### config.mk
export PLATFORM = sky130hd
export DESIGN_NAME = ipv4_dotted_text_parser_unit
export DESIGN_NICKNAME = d
export VERILOG_FILES = /design/src/design/ipv4p_pkg.sv /design/src/design/ipv4p_step.sv /design/src/design/ipv4_dotted_text_parser_unit.sv
export SDC_FILE = /design/constraint.sdc
export NUM_CORES = 1
export LEC_CHECK = 0
export ABC_CLOCK_PERIOD_IN_PS = 12100
export BUFFER_PORTS_ARGS = -buffer_cell sky130_fd_sc_hd__buf_2
export CORE_MARGIN = 2
export CORE_UTILIZATION = 60
export DETAILED_ROUTE_END_ITERATION = 7
export PLACE_DENSITY = 0.84
export SETUP_SLACK_MARGIN = 0.02
export SYNTH_ARGS = -nofsm -noshare
export SYNTH_HDL_FRONTEND = slang
export SYNTH_SLANG_ARGS = --single-unit
### constraint.sdc
create_clock -name clk -period 12.1 [get_ports clk]
set_input_delay 2.42 -clock clk [delete_from_list [all_inputs] [get_ports clk]]
set_output_delay 2.42 -clock clk [all_outputs]
set_load 0.05 [all_outputs]
### src/design/ipv4p_pkg.sv
`default_nettype none
// ----------------------------------------------------------------------------
// ipv4p_pkg: shared types and constants of the IPv4 dotted text parser
// Word layouts of both channels, the parser state and the character codes.
// ----------------------------------------------------------------------------
package ipv4p_pkg;

  localparam logic [1:0] MODE_DEC = 2'd0;
  localparam logic [1:0] MODE_OCT = 2'd1;
  localparam logic [1:0] MODE_HEX = 2'd2;

  localparam logic [7:0] CH_DOT   = 8'h2E;
  localparam logic [7:0] CH_ZERO  = 8'h30;
  localparam logic [7:0] CH_NINE  = 8'h39;
  localparam logic [7:0] CH_LOWA  = 8'h61;
  localparam logic [7:0] CH_LOWF  = 8'h66;
  localparam logic [7:0] CH_UPA   = 8'h41;
  localparam logic [7:0] CH_UPF   = 8'h46;
  localparam logic [7:0] CH_LOWX  = 8'h78;
  localparam logic [7:0] LOW_BIAS = 8'h57;
  localparam logic [7:0] UP_BIAS  = 8'h37;

  localparam logic [2:0] SEG_COUNT = 3'd4;
  localparam logic [1:0] POS_MAX   = 2'd2;
  localparam logic [4:0] NO_DIGIT  = 5'd16;
  localparam logic [7:0] BYTE_MAX  = 8'hFF;

  typedef struct packed {
    logic [7:0] text_char;
    logic       is_last;
  } char_word_t;

  typedef struct packed {
    logic        parse_ok;
    logic [31:0] address_value;
  } addr_word_t;

  typedef struct packed {
    logic [2:0]  seg_idx;
    logic [1:0]  pos;
    logic [1:0]  mode;
    logic        seen;
    logic        ended;
    logic [7:0]  acc;
    logic        fail;
    logic [31:0] addr;
  } parse_state_t;

  localparam parse_state_t STATE_CLEAR = '0;

endpackage
`default_nettype wire

### src/design/ipv4p_step.sv
`default_nettype none
// ----------------------------------------------------------------------------
// ipv4p_step: per-character update of the parser state
// Folds one character into the state and forms the result on a last word.
// ----------------------------------------------------------------------------
module ipv4p_step
  import ipv4p_pkg::*;
(
  input  var parse_state_t st,
  input  var char_word_t   word,
  output parse_state_t     st_next,
  output addr_word_t       result
);

  logic [7:0]   c;
  logic [4:0]   raw;
  logic [4:0]   dig;
  logic [11:0]  scaled;
  logic [11:0]  sum;
  parse_state_t mid;
  parse_state_t fin;

  assign c = word.text_char;

  always_comb begin
    if (c >= CH_ZERO && c <= CH_NINE) begin
      raw = {1'b0, c[3:0]};
    end else if (c >= CH_LOWA && c <= CH_LOWF) begin
      raw = 5'(c - LOW_BIAS);
    end else if (c >= CH_UPA && c <= CH_UPF) begin
      raw = 5'(c - UP_BIAS);
    end else begin
      raw = NO_DIGIT;
    end
    case (st.mode)
      MODE_HEX: dig = raw;
      MODE_OCT: dig = (raw < 5'd8) ? raw : NO_DIGIT;
      default:  dig = (raw < 5'd10) ? raw : NO_DIGIT;
    endcase
    case (st.mode)
      MODE_HEX: scaled = {st.acc, 4'b0};
      MODE_OCT: scaled = {1'b0, st.acc, 3'b0};
      default:  scaled = {1'b0, st.acc, 3'b0} + {3'b0, st.acc, 1'b0};
    endcase
    sum = scaled + {8'b0, dig[3:0]};
  end

  always_comb begin
    mid = st;
    if (st.seg_idx < SEG_COUNT) begin
      if (c == CH_DOT) begin
        mid       = STATE_CLEAR;
        mid.fail  = st.fail | ~st.seen;
        mid.addr  = {st.addr[23:0], st.acc};
        mid.seg_idx = st.seg_idx + 3'd1;
      end else begin
        if (st.pos == 2'd0 && c == CH_ZERO) begin
          mid.mode = MODE_OCT;
          mid.seen = 1'b1;
          mid.acc  = '0;
        end else if (st.pos == 2'd1 && st.mode == MODE_OCT && c == CH_LOWX) begin
          mid.mode  = MODE_HEX;
          mid.seen  = 1'b0;
          mid.ended = 1'b0;
          mid.acc   = '0;
        end else if (!st.ended) begin
          if (dig == NO_DIGIT) begin
            mid.ended = 1'b1;
          end else begin
            mid.seen = 1'b1;
            if (sum > 12'd255) begin
              mid.fail = 1'b1;
              mid.acc  = BYTE_MAX;
            end else begin
              mid.acc = sum[7:0];
            end
          end
        end
        mid.pos = (st.pos < POS_MAX) ? st.pos + 2'd1 : POS_MAX;
      end
    end

    fin = mid;
    if (mid.seg_idx < SEG_COUNT) begin
      fin.fail    = mid.fail | ~mid.seen;
      fin.addr    = {mid.addr[23:0], mid.acc};
      fin.seg_idx = mid.seg_idx + 3'd1;
    end

    result.parse_ok      = ~fin.fail && fin.seg_idx == SEG_COUNT;
    result.address_value = result.parse_ok ? fin.addr : '0;
    st_next = word.is_last ? STATE_CLEAR : mid;
  end

endmodule
`default_nettype wire

### src/design/ipv4_dotted_text_parser_unit.sv
`default_nettype none
// ----------------------------------------------------------------------------
// ipv4_dotted_text_parser_unit: IPv4 dotted address text parser
// Parses an address string one character per word into a 32-bit address.
// ----------------------------------------------------------------------------
//  Channel     Dir  Handshake               Word
//  char_word   in   char_valid / char_stall text_char, is_last
//  addr_word   out  addr_valid / addr_stall parse_ok, address_value
//
// One character is taken every cycle while char_stall is low; the state register
// loops back through the combinational step. A word passes an input register and
// then the result register, which takes the result as its last character leaves.
// Reset clears the parser state and the valid bits of both registers.
// A last character waits in the input register only while a result is held
// and stalled; other characters keep flowing behind a stalled result.
module ipv4_dotted_text_parser_unit
  import ipv4p_pkg::*;
(
  input  var logic       clk,
  input  var logic       rst,
  input  var logic       char_valid,
  output logic           char_stall,
  input  var char_word_t char_word,
  output logic           addr_valid,
  input  var logic       addr_stall,
  output addr_word_t     addr_word
);

  logic         s1_valid;
  char_word_t   s1_word;
  parse_state_t st;
  parse_state_t st_next;
  addr_word_t   result;
  logic         proc;

  ipv4p_step u_step (
    .st      (st),
    .word    (s1_word),
    .st_next (st_next),
    .result  (result)
  );

  assign proc       = s1_valid && (!s1_word.is_last || !addr_valid || !addr_stall);
  assign char_stall = s1_valid && !proc;

  always_ff @(posedge clk) begin
    if (rst) begin
      s1_valid <= 1'b0;
    end else if (!char_stall) begin
      s1_valid <= char_valid;
    end
    if (!char_stall) begin
      s1_word <= char_word;
    end
  end

  always_ff @(posedge clk) begin
    if (rst) begin
      st <= STATE_CLEAR;
    end else if (proc) begin
      st <= st_next;
    end
  end

  always_ff @(posedge clk) begin
    if (rst) begin
      addr_valid <= 1'b0;
    end else if (!addr_valid || !addr_stall) begin
      addr_valid <= proc && s1_word.is_last;
    end
    if (proc && s1_word.is_last) begin
      addr_word <= result;
    end
  end

  a_fail_zero: assert property (@(posedge clk) disable iff (rst)
    addr_valid && !addr_word.parse_ok |-> addr_word.address_value == '0)
    else $error("failed parse carries a nonzero address");

  a_seg_range: assert property (@(posedge clk) disable iff (rst)
    st.seg_idx <= SEG_COUNT)
    else $error("segment index out of range");

  a_clear_after_last: assert property (@(posedge clk) disable iff (rst)
    proc && s1_word.is_last |=> st.seg_idx == 3'd0 && !st.fail && st.pos == 2'd0)
    else $error("state not cleared after last character");

  a_stall_cause: assert property (@(posedge clk) disable iff (rst)
    char_stall |-> s1_valid && s1_word.is_last && addr_valid && addr_stall)
    else $error("input stalled without a held result");

endmodule
`default_nettype wire
; After elaboration in Yosys (flattened, before gate mapping)
; Cells that the tools add are included.
[classes]
n_addsub = 7
multipliers = 0
n_div = 0
magnitude_cmp = 12
eq_ne = 9
shift = 0
muxes = 28
n_bitwise = 5
n_reduce_logical = 23
[ops]
columns = operator, count
row1 = $mux 50, 2
row2 = $mux 33, 1
row3 = $mux 32, 1
row4 = $mux 5, 5
row5 = $pmux 12 s2, 1
row6 = $eq 8x6->1 const B, 2
row7 = $ge 8x7->1 const B, 2
row8 = $le 8x7->1 const B, 2
row9 = $mux 8, 2
row10 = $mux 15, 1
row11 = $add 11x9->12, 1
row12 = $add 12x4->12, 1
row13 = $gt 12x8->1 const B, 1
row14 = $mux 11, 1
row15 = $logic_and 1x1->1, 10
row16 = $lt 5x4->1 const B, 2
row17 = $mux 10, 1
row18 = $pmux 5 s2, 1
row19 = $sub 5x5->5 const B, 2
row20 = $mux 3, 3
row21 = $mux 9, 1
row22 = $eq 8x7->1 const B, 1
row23 = $ge 8x6->1 const B, 1
row24 = $le 8x6->1 const B, 1
row25 = 20 further kinds, 38
[word_totals]
reg_bits = 94
latchBits = 0
ram_bits = 0
romBits = 0
inputBits = 13
out_inout_bits = 35
wordCells = 98
mem_count = 0

; Longest topological paths before layout
; Gate-level depths: netlist (run 1).
[logic_depth]
depth_word = 22
depth_mapped = 18
ltp_nobuf = 17

; Hierarchy
; A second synthesis (run 1) with hierarchy kept.
[unflattened]
hier_cells = 757
hier_area_um2 = 6457.4
[by_module_without_submodules]
columns = module, n_inst, cells_each, area_per_inst_um2, seq_area_each_um2
row1 = ipv4_dotted_text_parser_unit, 1, 270, 3604.7, 2302.2
row2 = ipv4p_step, 1, 487, 2852.7, 0.0

; Worst setup path before layout (run 1)
; Ideal clock, no wire load.
[synth_timing]
path_type = input to output
startpoint = input port addr_stall
endpoint = output port char_stall
arrival_time_ns = 3.241
t_required_ns = 9.680
setup_slack_ns = 6.439
stages = 2
path_buffers = 0
cell_sequence = nand4_1 -> inv_1
[synth_between]
elab_chain_cells = 5
[synth_rtl]
columns = element, line_no
row1 = from (decl), ipv4_dotted_text_parser_unit.sv:25  ; input var logic addr_stall,
row2 = $logic_not 1->1, ipv4_dotted_text_parser_unit.sv:43  ; assign proc = s1_valid && (!s1_word.is_last || !addr_valid || !addr_stall);
row3 = $logic_or 1x1->1, ipv4_dotted_text_parser_unit.sv:43
row4 = $logic_and 1x1->1, ipv4_dotted_text_parser_unit.sv:43
row5 = $logic_not 1->1, ipv4_dotted_text_parser_unit.sv:44  ; assign char_stall = s1_valid && !proc;
row6 = $logic_and 1x1->1, ipv4_dotted_text_parser_unit.sv:44
row7 = to (decl), ipv4_dotted_text_parser_unit.sv:22  ; output logic char_stall,
; Every way passes these cells.

; Worst setup path in the final report (run 1)
; Same ends and word-level chain as after synthesis.

==> results.cfg, run 1 <==
[synthesis]
synth_ff_type = dfxtp_1
synth_top_family_by_area = compound AO/OA/AOI/OAI gates
synthAdderAreaFrac = 0.04642
synth_mux_area_frac = 0.04963
synth-simple-area-share = 0.1799
synth_xor_area_frac = 0.01126
synth_fp_nets = 642
yosysWarnings = 0
syn_avg_cell_area_um2 = 8.927
seq_area_frac_synth = 0.4228
synthesis.instances = 610
ys_ff_latch = 94
synth_edf_count = 42
async_flop_share = 0
synth_compound_area_frac = 0.2392
syn_area_um2 = 5445
synth.distinct_cells = 69

[hold_path]
min_to = st[32]
hold_path_depth = 1
hold_class = register to register
hp-start = st[32]

[power_and_ir_drop]
switching_share = 0.2478
p_int_uw = 444.4
leakagePower_uw = 0.002283
combPwrFrac = 0.066
p_sw_uw = 146.4
pwr-share-clk = 0.360
power_density_nw_per_um2 = 100.7
peakVddDrop_uv = 43.78
power_frac_seq = 0.574

[critical_path]
path_buf_inv = 3
startpoint_type = input port
cp_common_cell = buf_2
critPathTopFamily = buffers and inverters
critPathMaxFanout = 11
r2r_start = st[43]
slowest_delay_ns = 0.40
r2r_end = addr_word[1]
endpoint_kind = output port
arrival_ns = 3.33
r2r_slack_ns = 6.85
ff2ff_path_depth = 16
slowest_stage = nand4_1
cp.required_ns = 9.68
critical_path_class = input port to output port
crit_chain = buf_2 > nand4_1 > inv_1 > buf_2

[timing]
hold_violations = 0
report.final.setup_viol = 0
rsz0062_at_grt = no
tns_ns = 0
fin_crit_ns = 5.750
max_slew.worst_pin.slew_ns = 1.296
slew_headroom = 0.1359
post-route-period-util = 0.4752
fmax_mhz = 173.9
clock_skew_ns = 0.01354
maxSlewViolCount = 0

[finish]
post-route-util = 0.6698
nFillCells = 670
layout-drive-gt1-share = 0.1489
areaGrowthSynthToFinish_pct = 7.790
layout.nets = 665
n_antenna_cell = 0

[detailed_routing]
vias_per_cell = 6.422
wl_mm = 12.83
drtPass1Iterations = 6
wire_per_inst_um = 17.20
drt_iter0_drc = 467
drtAntennaViolNets = 0
via_count = 4791
drc_errors = 0

[clock_network]
ctsResizeCount = 0
htree_levels = 3
clk_latency_ns = 0.37
clk_path_buf_depth = 2
root_buffer = clkbuf_8
cts_sinks = 94
clk_pin_slew_ns = 0.08
numCtsBuffers = 9
cts_setup_buffers = 0
cts_tree = yes
postCtsHoldBufs = 0

[placed_design]
dp_hpwl_mm = 8.753
portBuffers = 47
place.gp.congestion = 0.8989

[flow_run]
maxCapViolCount = 0

[run_status]
status = complete, no violations

[global_routing]
grtUsageTotal = 0.2640
grt_pass1_vias = 4314
gr-total-overflow = 0
grt_antenna_before_repair = 0
grt_pass1_wl_mm = 21.02
grt_max_degree = 59

[floorplanning]
row_count = 34
coreArea_um2 = 8763
dieHeight_um = 99.27
ios = 48
die_w_um = 99.27
die_area_um2 = 9854
start_util = 0.6214
synth_stat cells, types with 4 or more instances:
cell	n	share of area
nor2b_1	6	0.0069
nor2_1	107	0.074
mux2i_1	27	0.050
and2_1	4	0.0046
a211oi_1	5	0.0069
buf_2	11	0.010
dfxtp_1	52	0.19
xnor2_1	4	0.0064
nand3_1	10	0.0092
clkbuf_1	22	0.015
ha_1	17	0.039
a31o_2	7	0.011
a21o_1	15	0.021
o31ai_1	4	0.0055
inv_1	19	0.013
a22oi_1	36	0.050
o21ai_0	22	0.020
nand2b_1	4	0.0046
nor3_1	10	0.0092
a21oi_2	5	0.0080
buf_6	4	0.0083
edfxtp_1	42	0.23
nand2_1	53	0.037
a21oi_1	51	0.047
layout by cell type, fill, tap and decap left out, types with 17 or more instances in the layout:
| cell type | count |
|---|---|
| inv_1 | 19 |
| ha_1 | 17 |
| mux2i_1 | 27 |
| a21oi_1 | 51 |
| edfxtp_1 | 42 |
| nor2_1 | 107 |
| nand2_1 | 53 |
| dfxtp_1 | 52 |
| a22oi_1 | 36 |
| o21ai_0 | 21 |
| buf_2 | 47 |
flip-flops by register name, indices dropped and copies added (netlist names):
name	flops
st	50
addr_word	33
s1_word	9
addr_valid	1
s1_valid	1
kinds of logic (layout without fill, tap and decap cells):
| group | Yosys count | in the layout |
|---|---|---|
| muxes | 27 | 27 |
| adders and majority gates | 19 | 19 |
| AOI/OAI and AO/OA | 184 | 184 |
| DFF | 94 | 94 |
| buffers and inverters | 60 | 88 |
| and+or+nand+nor | 219 | 219 |
| xor gates and xnor gates | 7 | 7 |
power by group through the flow:
stage / logic (uW) / clock network (uW) / registers (uW)
6_report: 39.1 / 213 / 339
5_1_grt: 42.2 / 227 / 340
4_1_cts: 38.4 / 215 / 339
3_5_place_dp: 38.2 / 0 / 346
3_3_place_gp: 37.3 / 0 / 346
2_1_floorplan: 24.7 / 0 / 350
cell type report:
type                    count  area (um^2)  area share
clock buffers              10        127.6     0.02174
flip-flops and latches     94         2302      0.3922
well taps                 108        135.1     0.02302
multi-input cells         456         2878      0.4903
clock inverters             6        75.07     0.01279
repair buffers             53        280.3     0.04775
inverters                  19        71.32     0.01215
metal layers:
metal  GRT usage  up-vias  wire [um]
met4     0.07271        0        181
met2      0.4085      233       5817
met5           0        -          0
met3     0.04989       16       1077
li1            -     2262          -
met1      0.3817     2280       5756
metrics by stage:
step	worst slack (ns)	cell area [um^2]	std cells	total power, uW	hold WS (ns)
after global placement	6.354	5667	730	383.2	0.4796
after detailed placement	6.342	5667	730	384.2	0.5015
after global routing	6.277	5869	746	608.8	0.5412
after floorplan	6.439	5445	610	374.5	0.4726
after CTS	6.342	5869	746	592.7	0.5175
final	6.350	5869	746	590.9	0.5139
worst max-delay path by stage:
stage	start	to	slack, ns	depth (start not counted)
floorplan	addr_stall	char_stall	6.44	2
global placement	addr_stall	char_stall	6.35	4
detailed placement	addr_stall	char_stall	6.34	4
CTS	addr_stall	char_stall	6.34	4
global route	addr_stall	char_stall	6.28	4
finish	addr_stall	char_stall	6.35	4
worst register-to-register path, delay by kind of cell, from the launching register on:
kind / cells / cell delay (ns)
compound gates: 8 / 2.57
buf+inv: 3 / 0.37
fa+ha+maj: 2 / 1.00
mux: 1 / 0.22
simple gates: 2 / 0.44
flops: 1 / 0.36
(Power assumes the default switching activity.)
==> run 2, diff against run 1 <==
ABC_CLOCK_PERIOD_IN_PS = 5300   (was 12100)
clock period = 5.3 ns   (was 12.1 ns; I/O delays follow)
==> results.cfg, run 2 (same netlist as run 1, synthesis figures left out) <==
[timing]
post-route-period-util = 0.9002
rsz0062_at_grt = no
fmax_mhz = 209.6
max_slew.worst_pin.slew_ns = 1.241
report.final.setup_viol = 0
fin_crit_ns = 4.771
hold_violations = 0
slew_headroom = 0.1726
finalWorstSetupSlack_ns = 0.5289
tns_ns = 0
maxSlewViolCount = 0
clock_skew_ns = 0.01313

[power_and_ir_drop]
power_frac_seq = 0.549
leakagePower_uw = 0.002307
pwr-share-clk = 0.387
peakVddDrop_uv = 156.9
combPwrFrac = 0.064
p_sw_uw = 339.5
switching_share = 0.2407
p_int_uw = 1071
power_density_nw_per_um2 = 238.6

[flow_run]
maxCapViolCount = 0

[detailed_routing]
drtAntennaViolNets = 0
drc_errors = 0
wl_mm = 13.26
drt_iter0_drc = 557
wire_per_inst_um = 17.75
drtPass1Iterations = 8
via_count = 4822
vias_per_cell = 6.455

[critical_path]
slowest_stage = ha_1
arrival_ns = 4.87
slowest_delay_ns = 0.69
critical_path_class = register to register
startpoint_type = register
endpoint_kind = register
cp.required_ns = 5.40
crit_chain = inv_1 > ha_1 > inv_1 > a221oi_2 > a21o_1 > a21o_1 > inv_1 > ha_1 > a21o_1 > a21o_1 > and3_1 > and4_1 > mux2i_1 > o2bb2ai_4 > o211ai_4 > buf_4 > nor2_1
cp_common_cell = a21o_1
critPathMaxFanout = 33
path_buf_inv = 4
critPathTopFamily = compound AO/OA/AOI/OAI gates

[finish]
largest_register = st
final_cell_mix = 107 x nor2_1, 53 x nand2_1, 52 x dfxtp_1
areaGrowthSynthToFinish_pct = 8.548
largest_reg_flops = 50
layout_commonest_cell = nor2_1
layout.nets = 666
fin_cells = 747
layout-drive-gt1-share = 0.1502
n_antenna_cell = 0
nFillCells = 666
post-route-util = 0.6745
multiInputGateArea_um2 = 2878
regArea_um2 = 2302
largestRegisters = st: 50 flops, addr_word: 33 flops, s1_word: 9 flops

[global_routing]
grtUsageTotal = 0.2698
grt_antenna_before_repair = 0
grt_max_degree = 59
grt_pass1_wl_mm = 21.64
gr-total-overflow = 0
grt_pass1_vias = 4411

[placed_design]
pre_cts_ws_ns = 0.5982
place_inst = 731
portBuffers = 47
place.gp.congestion = 0.9201
dp_hpwl_mm = 9.352

[hold_path]
hold_class = register to register

[floorplanning]
dieHeight_um = 99.27
row_count = 34
coreArea_um2 = 8763
die_area_um2 = 9854
start_util = 0.6214
die_w_um = 99.27
ios = 48

[clock_network]
clk_path_buf_depth = 2
ctsResizeCount = 0
numCtsBuffers = 9
clk_latency_ns = 0.36
htree_levels = 3
cts_sinks = 94
cts_setup_buffers = 0
root_buffer = clkbuf_8
cts_tree = yes
clk_pin_slew_ns = 0.10
postCtsHoldBufs = 0

[run_status]
status = complete, no violations
==> run 2: final cells by class <==
class                      instances  share of cell area
clock inverter                     4            0.009949
multi-input combinational        456              0.4869
clock buffer                      12             0.03006
tap                              108             0.02286
sequential                        94              0.3895
inverter                          19             0.01207
timing repair buffer              54             0.04869
==> run 2: per-layer routing <==
layer  part of all wire  track usage
met5                  0            0
met3              0.094      0.05411
met4              0.017      0.07798
met2               0.46       0.4137
met1               0.43       0.3895
==> run 2: power groups by stage <==
stage / Combinational [uW] / Sequential (uW) / Clock (uW)
finish: 90.2 / 774 / 546
detailed placement: 88.2 / 790 / 0
global route: 97.2 / 776 / 572
global placement: 85.5 / 790 / 0
floorplan: 56.5 / 798 / 0
CTS: 88.6 / 774 / 545
==> run 2: final timing paths <==
path | from | to | slack (ns) | cells past startpoint
setup / recovery | st[43] | addr_word[8] | 0.53 | 17
hold / removal | st[32] | st[32] | 0.52 | 1
setup reg to reg | st[43] | addr_word[8] | 0.53 | 17
hold reg to reg | st[32] | st[32] | 0.52 | 1
==> run 2: through the flow <==
| stage | cell area [um^2] | hold slack, ns | total power [uW] |
|---|---|---|---|
| after global routing | 5911 | 0.5378 | 1445 |
| after floorplan | 5445 | 0.4726 | 854.9 |
| after CTS | 5911 | 0.5140 | 1407 |
| after global placement | 5674 | 0.4821 | 875.2 |
| final | 5911 | 0.5183 | 1410 |
| after detailed placement | 5674 | 0.4928 | 878.2 |
==> run 2: worst reg2reg max path, delay by kind of cell, from the launching register on <==
| family | cells | cell delay, ns |
|---|---|---|
| DFF | 1 | 0.36 |
| AOI/OAI and AO/OA | 7 | 1.71 |
| and+or+nand+nor | 3 | 0.54 |
| adders and majority gates | 2 | 0.97 |
| buffers and inverters | 4 | 0.73 |
| muxes | 1 | 0.22 |
